<file path="config.mk">
export PLATFORM = sky130hd
export DESIGN_NAME = pbpa_seq
export DESIGN_NICKNAME = d
export VERILOG_FILES = /design/src/hw/rtl/pbpa_pkg.sv /design/src/hw/rtl/pbpa_seq.sv
export SDC_FILE = /design/constraint.sdc
export NUM_CORES = 1
export LEC_CHECK = 0
export ABC_AREA = 0
export BUFFER_PORTS_ARGS = -buffer_cell sky130_fd_sc_hd__clkbuf_2
export CORE_MARGIN = 8
export CORE_UTILIZATION = 40
export DETAILED_ROUTE_END_ITERATION = 7
export GPL_TIMING_DRIVEN = 0
export PLACE_DENSITY = 0.65
export REMOVE_ABC_BUFFERS = 1
export SLEW_MARGIN = 10
export SYNTH_ARGS = -nofsm -noshare
export SYNTH_HDL_FRONTEND = slang
export SYNTH_SLANG_ARGS = --single-unit
</file>
<file path="constraint.sdc">
create_clock -name clk -period 2.7 [get_ports clk]
set_input_delay 0.54 -clock clk [delete_from_list [all_inputs] [get_ports clk]]
set_output_delay 0.54 -clock clk [all_outputs]
set_load 0.01 [all_outputs]
</file>
<file path="src/hw/rtl/pbpa_pkg.sv">
package pbpa_pkg;

  // Field widths of the words on the two channels.
  localparam int CMD_W    = 3;
  localparam int SLOT_W   = 10;
  localparam int PAGE_W   = 4;
  localparam int SIZE_W   = 17;
  localparam int STATUS_W = 2;
  localparam int OFF_W    = 22;
  localparam int CAP_W    = 7;

  // Free stack geometry.
  localparam int STK_DEPTH = 1024;
  localparam int STK_AW    = 10;
  localparam int CNT_W     = 11;

  // Offset product: in-page slot times block size.
  localparam int PROD_W = CAP_W + SIZE_W;

  // Register port.
  localparam int DATA_W = 32;
  localparam int ADDR_W = 3;

  // Microprogram counter width.
  localparam int UPC_W = 5;

  // Register indexes (word address bit of paddr).
  localparam logic REG_BLOCK_SIZE = 1'b0;
  localparam logic REG_PAGE_CAP   = 1'b1;

  // Register reset values and limits.
  localparam logic [SIZE_W-1:0] BLK_RESET = 17'd256;
  localparam logic [SIZE_W-1:0] BLK_MAX   = 17'd65536;
  localparam logic [CAP_W-1:0]  CAP_RESET = 7'd64;

  // Command codes.
  localparam logic [CMD_W-1:0] CMD_ALLOC   = 3'd0;
  localparam logic [CMD_W-1:0] CMD_RELEASE = 3'd1;
  localparam logic [CMD_W-1:0] CMD_MAP     = 3'd2;
  localparam logic [CMD_W-1:0] CMD_UNMAP   = 3'd3;
  localparam logic [CMD_W-1:0] CMD_QUERY   = 3'd4;

  // Status codes.
  localparam logic [STATUS_W-1:0] ST_OK      = 2'd0;
  localparam logic [STATUS_W-1:0] ST_NO_PAGE = 2'd1;
  localparam logic [STATUS_W-1:0] ST_BAD     = 2'd2;

  // Datapath operation selected by one control word.
  typedef enum logic [3:0] {
    OP_NOP,
    OP_ACCEPT,
    OP_FILL_INIT,
    OP_FILL,
    OP_FILL_END,
    OP_POP_RD,
    OP_GRAB,
    OP_DIV_START,
    OP_DIV_WAIT,
    OP_MUL,
    OP_PUSH,
    OP_SETFLAG,
    OP_EMIT_OK,
    OP_EMIT_ERR1,
    OP_EMIT_ERR2
  } op_t;

  // Jump condition selected by one control word.
  typedef enum logic [3:0] {
    C_ALWAYS,
    C_IN_FIRE,
    C_IS_ALLOC,
    C_IS_REL,
    C_IS_MAP,
    C_IS_QRY,
    C_STACK_EMPTY,
    C_PAGES_FULL,
    C_FILL_LAST,
    C_DIV_MORE,
    C_REL_BAD,
    C_PAGE_BAD,
    C_SLOT_BAD,
    C_OUT_BUSY
  } cond_sel_t;

  // One control word of the microprogram.
  typedef struct packed {
    op_t              op;
    cond_sel_t        cond;
    logic             neg;
    logic             ret;
    logic [UPC_W-1:0] target;
  } cw_t;

  // Status flags from the datapath that the sequencer branches on.
  typedef struct packed {
    logic in_fire;
    logic is_alloc;
    logic is_rel;
    logic is_map;
    logic is_qry;
    logic stack_empty;
    logic pages_full;
    logic fill_last;
    logic div_more;
    logic rel_bad;
    logic page_bad;
    logic slot_bad;
    logic out_busy;
  } cond_t;

endpackage

</file>
<file path="src/hw/rtl/pbpa_seq.sv">
module pbpa_seq (
  input  logic            clk,
  input  logic            rst_n,
  input  pbpa_pkg::cond_t cond,
  output pbpa_pkg::op_t   op
);
  import pbpa_pkg::*;

  // Entry points of the microprogram.
  localparam logic [UPC_W-1:0] S_IDLE   = 5'd0;
  localparam logic [UPC_W-1:0] S_ALLOC  = 5'd6;
  localparam logic [UPC_W-1:0] S_FILL   = 5'd9;
  localparam logic [UPC_W-1:0] S_POP    = 5'd11;
  localparam logic [UPC_W-1:0] S_DIV    = 5'd13;
  localparam logic [UPC_W-1:0] S_DWAIT  = 5'd14;
  localparam logic [UPC_W-1:0] S_EMIT   = 5'd16;
  localparam logic [UPC_W-1:0] S_REL    = 5'd17;
  localparam logic [UPC_W-1:0] S_MAP    = 5'd19;
  localparam logic [UPC_W-1:0] S_QRY    = 5'd21;
  localparam logic [UPC_W-1:0] S_ERR2   = 5'd22;
  localparam logic [UPC_W-1:0] S_ERR1   = 5'd23;

  logic [UPC_W-1:0] upc_r;
  logic [UPC_W-1:0] upc_nxt;
  cw_t              cw;
  logic             cval;

  function automatic cw_t mk(input op_t o, input cond_sel_t c, input logic n,
                             input logic r, input logic [UPC_W-1:0] t);
    cw_t w;
    w.op     = o;
    w.cond   = c;
    w.neg    = n;
    w.ret    = r;
    w.target = t;
    return w;
  endfunction

  // Control store: one word per step.
  function automatic cw_t ucode(input logic [UPC_W-1:0] a);
    case (a)
      5'd0:    ucode = mk(OP_ACCEPT,    C_IN_FIRE,     1'b1, 1'b0, S_IDLE);
      5'd1:    ucode = mk(OP_NOP,       C_IS_ALLOC,    1'b0, 1'b0, S_ALLOC);
      5'd2:    ucode = mk(OP_NOP,       C_IS_REL,      1'b0, 1'b0, S_REL);
      5'd3:    ucode = mk(OP_NOP,       C_IS_MAP,      1'b0, 1'b0, S_MAP);
      5'd4:    ucode = mk(OP_NOP,       C_IS_QRY,      1'b0, 1'b0, S_QRY);
      5'd5:    ucode = mk(OP_NOP,       C_ALWAYS,      1'b0, 1'b0, S_ERR2);
      5'd6:    ucode = mk(OP_NOP,       C_STACK_EMPTY, 1'b1, 1'b0, S_POP);
      5'd7:    ucode = mk(OP_NOP,       C_PAGES_FULL,  1'b0, 1'b0, S_ERR1);
      5'd8:    ucode = mk(OP_FILL_INIT, C_ALWAYS,      1'b1, 1'b0, S_IDLE);
      5'd9:    ucode = mk(OP_FILL,      C_FILL_LAST,   1'b1, 1'b0, S_FILL);
      5'd10:   ucode = mk(OP_FILL_END,  C_ALWAYS,      1'b1, 1'b0, S_IDLE);
      5'd11:   ucode = mk(OP_POP_RD,    C_ALWAYS,      1'b1, 1'b0, S_IDLE);
      5'd12:   ucode = mk(OP_GRAB,      C_ALWAYS,      1'b1, 1'b0, S_IDLE);
      5'd13:   ucode = mk(OP_DIV_START, C_ALWAYS,      1'b1, 1'b0, S_IDLE);
      5'd14:   ucode = mk(OP_DIV_WAIT,  C_DIV_MORE,    1'b0, 1'b0, S_DWAIT);
      5'd15:   ucode = mk(OP_MUL,       C_ALWAYS,      1'b1, 1'b0, S_IDLE);
      5'd16:   ucode = mk(OP_EMIT_OK,   C_OUT_BUSY,    1'b0, 1'b1, S_EMIT);
      5'd17:   ucode = mk(OP_NOP,       C_REL_BAD,     1'b0, 1'b0, S_ERR2);
      5'd18:   ucode = mk(OP_PUSH,      C_ALWAYS,      1'b0, 1'b0, S_DIV);
      5'd19:   ucode = mk(OP_NOP,       C_PAGE_BAD,    1'b0, 1'b0, S_ERR2);
      5'd20:   ucode = mk(OP_SETFLAG,   C_ALWAYS,      1'b0, 1'b0, S_EMIT);
      5'd21:   ucode = mk(OP_NOP,       C_SLOT_BAD,    1'b1, 1'b0, S_DIV);
      5'd22:   ucode = mk(OP_EMIT_ERR2, C_OUT_BUSY,    1'b0, 1'b1, S_ERR2);
      5'd23:   ucode = mk(OP_EMIT_ERR1, C_OUT_BUSY,    1'b0, 1'b1, S_ERR1);
      default: ucode = mk(OP_NOP,       C_ALWAYS,      1'b0, 1'b0, S_IDLE);
    endcase
  endfunction

  assign cw = ucode(upc_r);
  assign op = cw.op;

  // Condition select.
  always_comb begin
    case (cw.cond)
      C_ALWAYS:      cval = 1'b1;
      C_IN_FIRE:     cval = cond.in_fire;
      C_IS_ALLOC:    cval = cond.is_alloc;
      C_IS_REL:      cval = cond.is_rel;
      C_IS_MAP:      cval = cond.is_map;
      C_IS_QRY:      cval = cond.is_qry;
      C_STACK_EMPTY: cval = cond.stack_empty;
      C_PAGES_FULL:  cval = cond.pages_full;
      C_FILL_LAST:   cval = cond.fill_last;
      C_DIV_MORE:    cval = cond.div_more;
      C_REL_BAD:     cval = cond.rel_bad;
      C_PAGE_BAD:    cval = cond.page_bad;
      C_SLOT_BAD:    cval = cond.slot_bad;
      C_OUT_BUSY:    cval = cond.out_busy;
      default:       cval = 1'b0;
    endcase
  end

  // Next step: jump when taken, back to idle on a return word, else fall through.
  always_comb begin
    if (cval ^ cw.neg) begin
      upc_nxt = cw.target;
    end else if (cw.ret) begin
      upc_nxt = S_IDLE;
    end else begin
      upc_nxt = upc_r + 1'b1;
    end
  end

  always_ff @(posedge clk) begin
    if (!rst_n) begin
      upc_r <= S_IDLE;
    end else begin
      upc_r <= upc_nxt;
    end
  end

endmodule

</file>
==> summary.txt <==
Clock transition at path regs - 0.08 ns
fin crit period - 2.83 ns
main flop type after synthesis - dfxtp_1
largest net degree at the start of global routing - 23
unrepaired setup endpoints after global routing - true
synth-to-layout area growth - 22.6%
Die Span X - 78.7 um
P per Cell Area - 1370 mW/mm2
first-pass GRT wire length - 6.82 mm
drt pass-1 iters - 4
ant diodes - 0
CTS Sinks - 20
Post-synth ARST share - 0%
final worst slack - -0.126 ns
port bufs - 18
Final Wtd Congestion - 0.879
vias in the first global route - 1346
routed vias/inst - 5.67
H-tree Lvls - 1
skew final - 0.00500 ns
dpl hpwl - 2.74 mm
I/O pin count - 19
final instance area - 0.00193 mm2
total grt overflow - 0
Setup Viol. Count Final - 11
Initial Util - 42.3%
Die Ht - 78.7 um
met1 usage - 17.6%
CTS max path bufs - 2
CORE AREA - 0.00372 mm2
met2 Use GR - 22.6%
most frequent cells in the layout - nor2_1, nand2_1, dfxtp_1, clkbuf_2
setup TNS - -0.625 ns
CP Cell Sequence - mux2i_1, mux4_2, mux2i_2, and3_4, buf_12, mux2i_4, inv_2, buf_4, ha_4, a22o_2, a21o_1
Top Usage Layer GRT - met2
Crit-path slowest cell - mux4_2
die area - 0.00619 mm2
worst min path class - flop to flop
Final Hold Viols - 0
critical path fanouts, max - 7
CP Launch Type - flop
highest clock rate - 0.354 GHz
Post-synth EDFFs - 0
critical path type - flop to flop
pre-CTS WS - -1.14 ns
Unique masters post-synth - 52
outcome - finished with violations
Rel. slew slack - 65.7%
Synth Instances - 183
CTS tree - done
Critical Path End Type - flop
Residual DRC - 0
Worst Path Arrival - 2.99 ns
wire per inst - 15.8 um
Mapped Avg Cell Area - 8.59 um2
Total GRT Usage - 13.7%
Routed Antenna Nets - 0
NumNets Final - 233
cell family with most CP delay - multiplexers
number of buffers and inverters on the critical path - 3
met3 Use GR - 1.37%
WP data required - 2.86 ns
post-synthesis sequential area ratio - 25.5%
routed wire length - 4.06 mm
Yosys warning count - 0
leakage - 0.849 nW
clock buffer count from CTS - 3
Worst Tran Pin Value - 0.513 ns
Clock Root Buffer - clkbuf_8
Placed Area - 0.00162 mm2
1st-iter DRT viols - 147
highest cell delay on the worst timing path - 0.50 ns
most common cell after layout, fill and taps aside - nor2_1
maximum VDD drop - 583 uV
Max Cap Viol - 0
vias after detailed routing - 1458
Max Slew Vio Count - 0
Std-Cell Rows - 22
Worst-Skew Late Latency - 0.26 ns
Yosys reg bits - 20
initial antenna violation count - 0
failing checks - negative setup slack
Synth Cell Area - 0.00157 mm2
Tcrit/Tclk final - 105%
share of layout cells above drive strength 1 - 34.0%
## path summary, 6_finish.rpt
kind          from        to  cells after the start  slack (ns)
max          cw[8]    cw[13]                     11       -0.13
min          cw[0]  upc_r[0]                      2        0.60
max reg2reg  cw[8]    cw[13]                     11       -0.13
min reg2reg  cw[0]  upc_r[0]                      2        0.60
## report_power, final
group	internal, mW	switching [mW]
clock	0.130	0.102
combinational	0.914	0.964
sequential	0.419	0.112
## flip-flops by register name, summed over array words and instances (netlist names)
| register | flops |
|---|---|
| upc_r | 5 |
| cw | 15 |
## stage by stage
step | hold slack, ns | power (mW) | instances | util [%]
global placement | 0.585 | 1.87 | 237 | 43.6
detailed placement | 0.577 | 1.87 | 237 | 43.6
CTS | 0.607 | 2.53 | 253 | 50.3
global route | 0.628 | 2.86 | 257 | 51.9
finish | 0.602 | 2.64 | 257 | 51.9
floorplan | 0.523 | 1.57 | 171 | -
## timing repair
| item | 4_1_cts | 5_1_grt |
|---|---|---|
| pin swaps | 8 | 9 |
| endpoints found under the hold margin | 0 | 0 |
| setup buffers | 11 | 4 |
| setup endpoints to repair | 19 | 15 |
| gates resized for setup | 24 | 8 |
| hold buffers | 0 | 0 |
| gates cloned | 1 | 0 |
## cell type report
cell class,instances,area (um2)
Sequential cell,20,405
Timing Repair Buffer,33,219
Inverter,7,36.3
Multi-Input combinational cell,145,1150
Fill cell,355,1790
Tap cell,48,60.1
Clock buffer,4,55.1
## logic make-up (layout without fill, tap and decap cells)
logic type | after synthesis | in the layout | share of synthesized area, %
AO/OA/AOI/OAI | 40 | 40 | 18.6
XOR/XNOR | 6 | 6 | 3.34
adder cells (fa/ha/maj) | 8 | 8 | 6.37
buffers and inverters | 19 | 44 | 8.52
flip-flops | 20 | 20 | 25.5
multiplexers | 20 | 20 | 15.3
AND/OR/NAND/NOR | 70 | 71 | 22.5
## worst min-delay path, delay by kind of cell (launching register included)
family | cells | cell delay [ns]
DFF | 1 | 0.32
and+or+nand+nor | 1 | 0.14
muxes | 1 | 0.09
## cells in the mapped netlist, types with 3 or more instances
master | count | share of area (%)
dfxtp_1 | 20 | 25
a21o_1 | 3 | 1.4
nor2_1 | 20 | 4.8
nand3_1 | 4 | 1.3
mux2_4 | 3 | 2.9
nand2b_1 | 3 | 1.2
mux2i_1 | 15 | 9.6
ha_1 | 8 | 6.4
buf_6 | 3 | 2.1
buf_4 | 5 | 2.4
o211ai_1 | 5 | 2.4
nor3_1 | 6 | 1.9
nor2b_1 | 3 | 1.2
inv_1 | 5 | 1.2
a21oi_1 | 6 | 1.9
nand2_1 | 18 | 4.3
o21ai_0 | 8 | 2.5
xor2_1 | 4 | 2.2
## routing by layer
layer  wire length (um)  part of all wire, %
met4                 89                  2.2
met1               1790                   44
met2               2030                   50
met5                  0                    0
met3                155                  3.8
No activity file was read; power rests on OpenSTA's default activity.
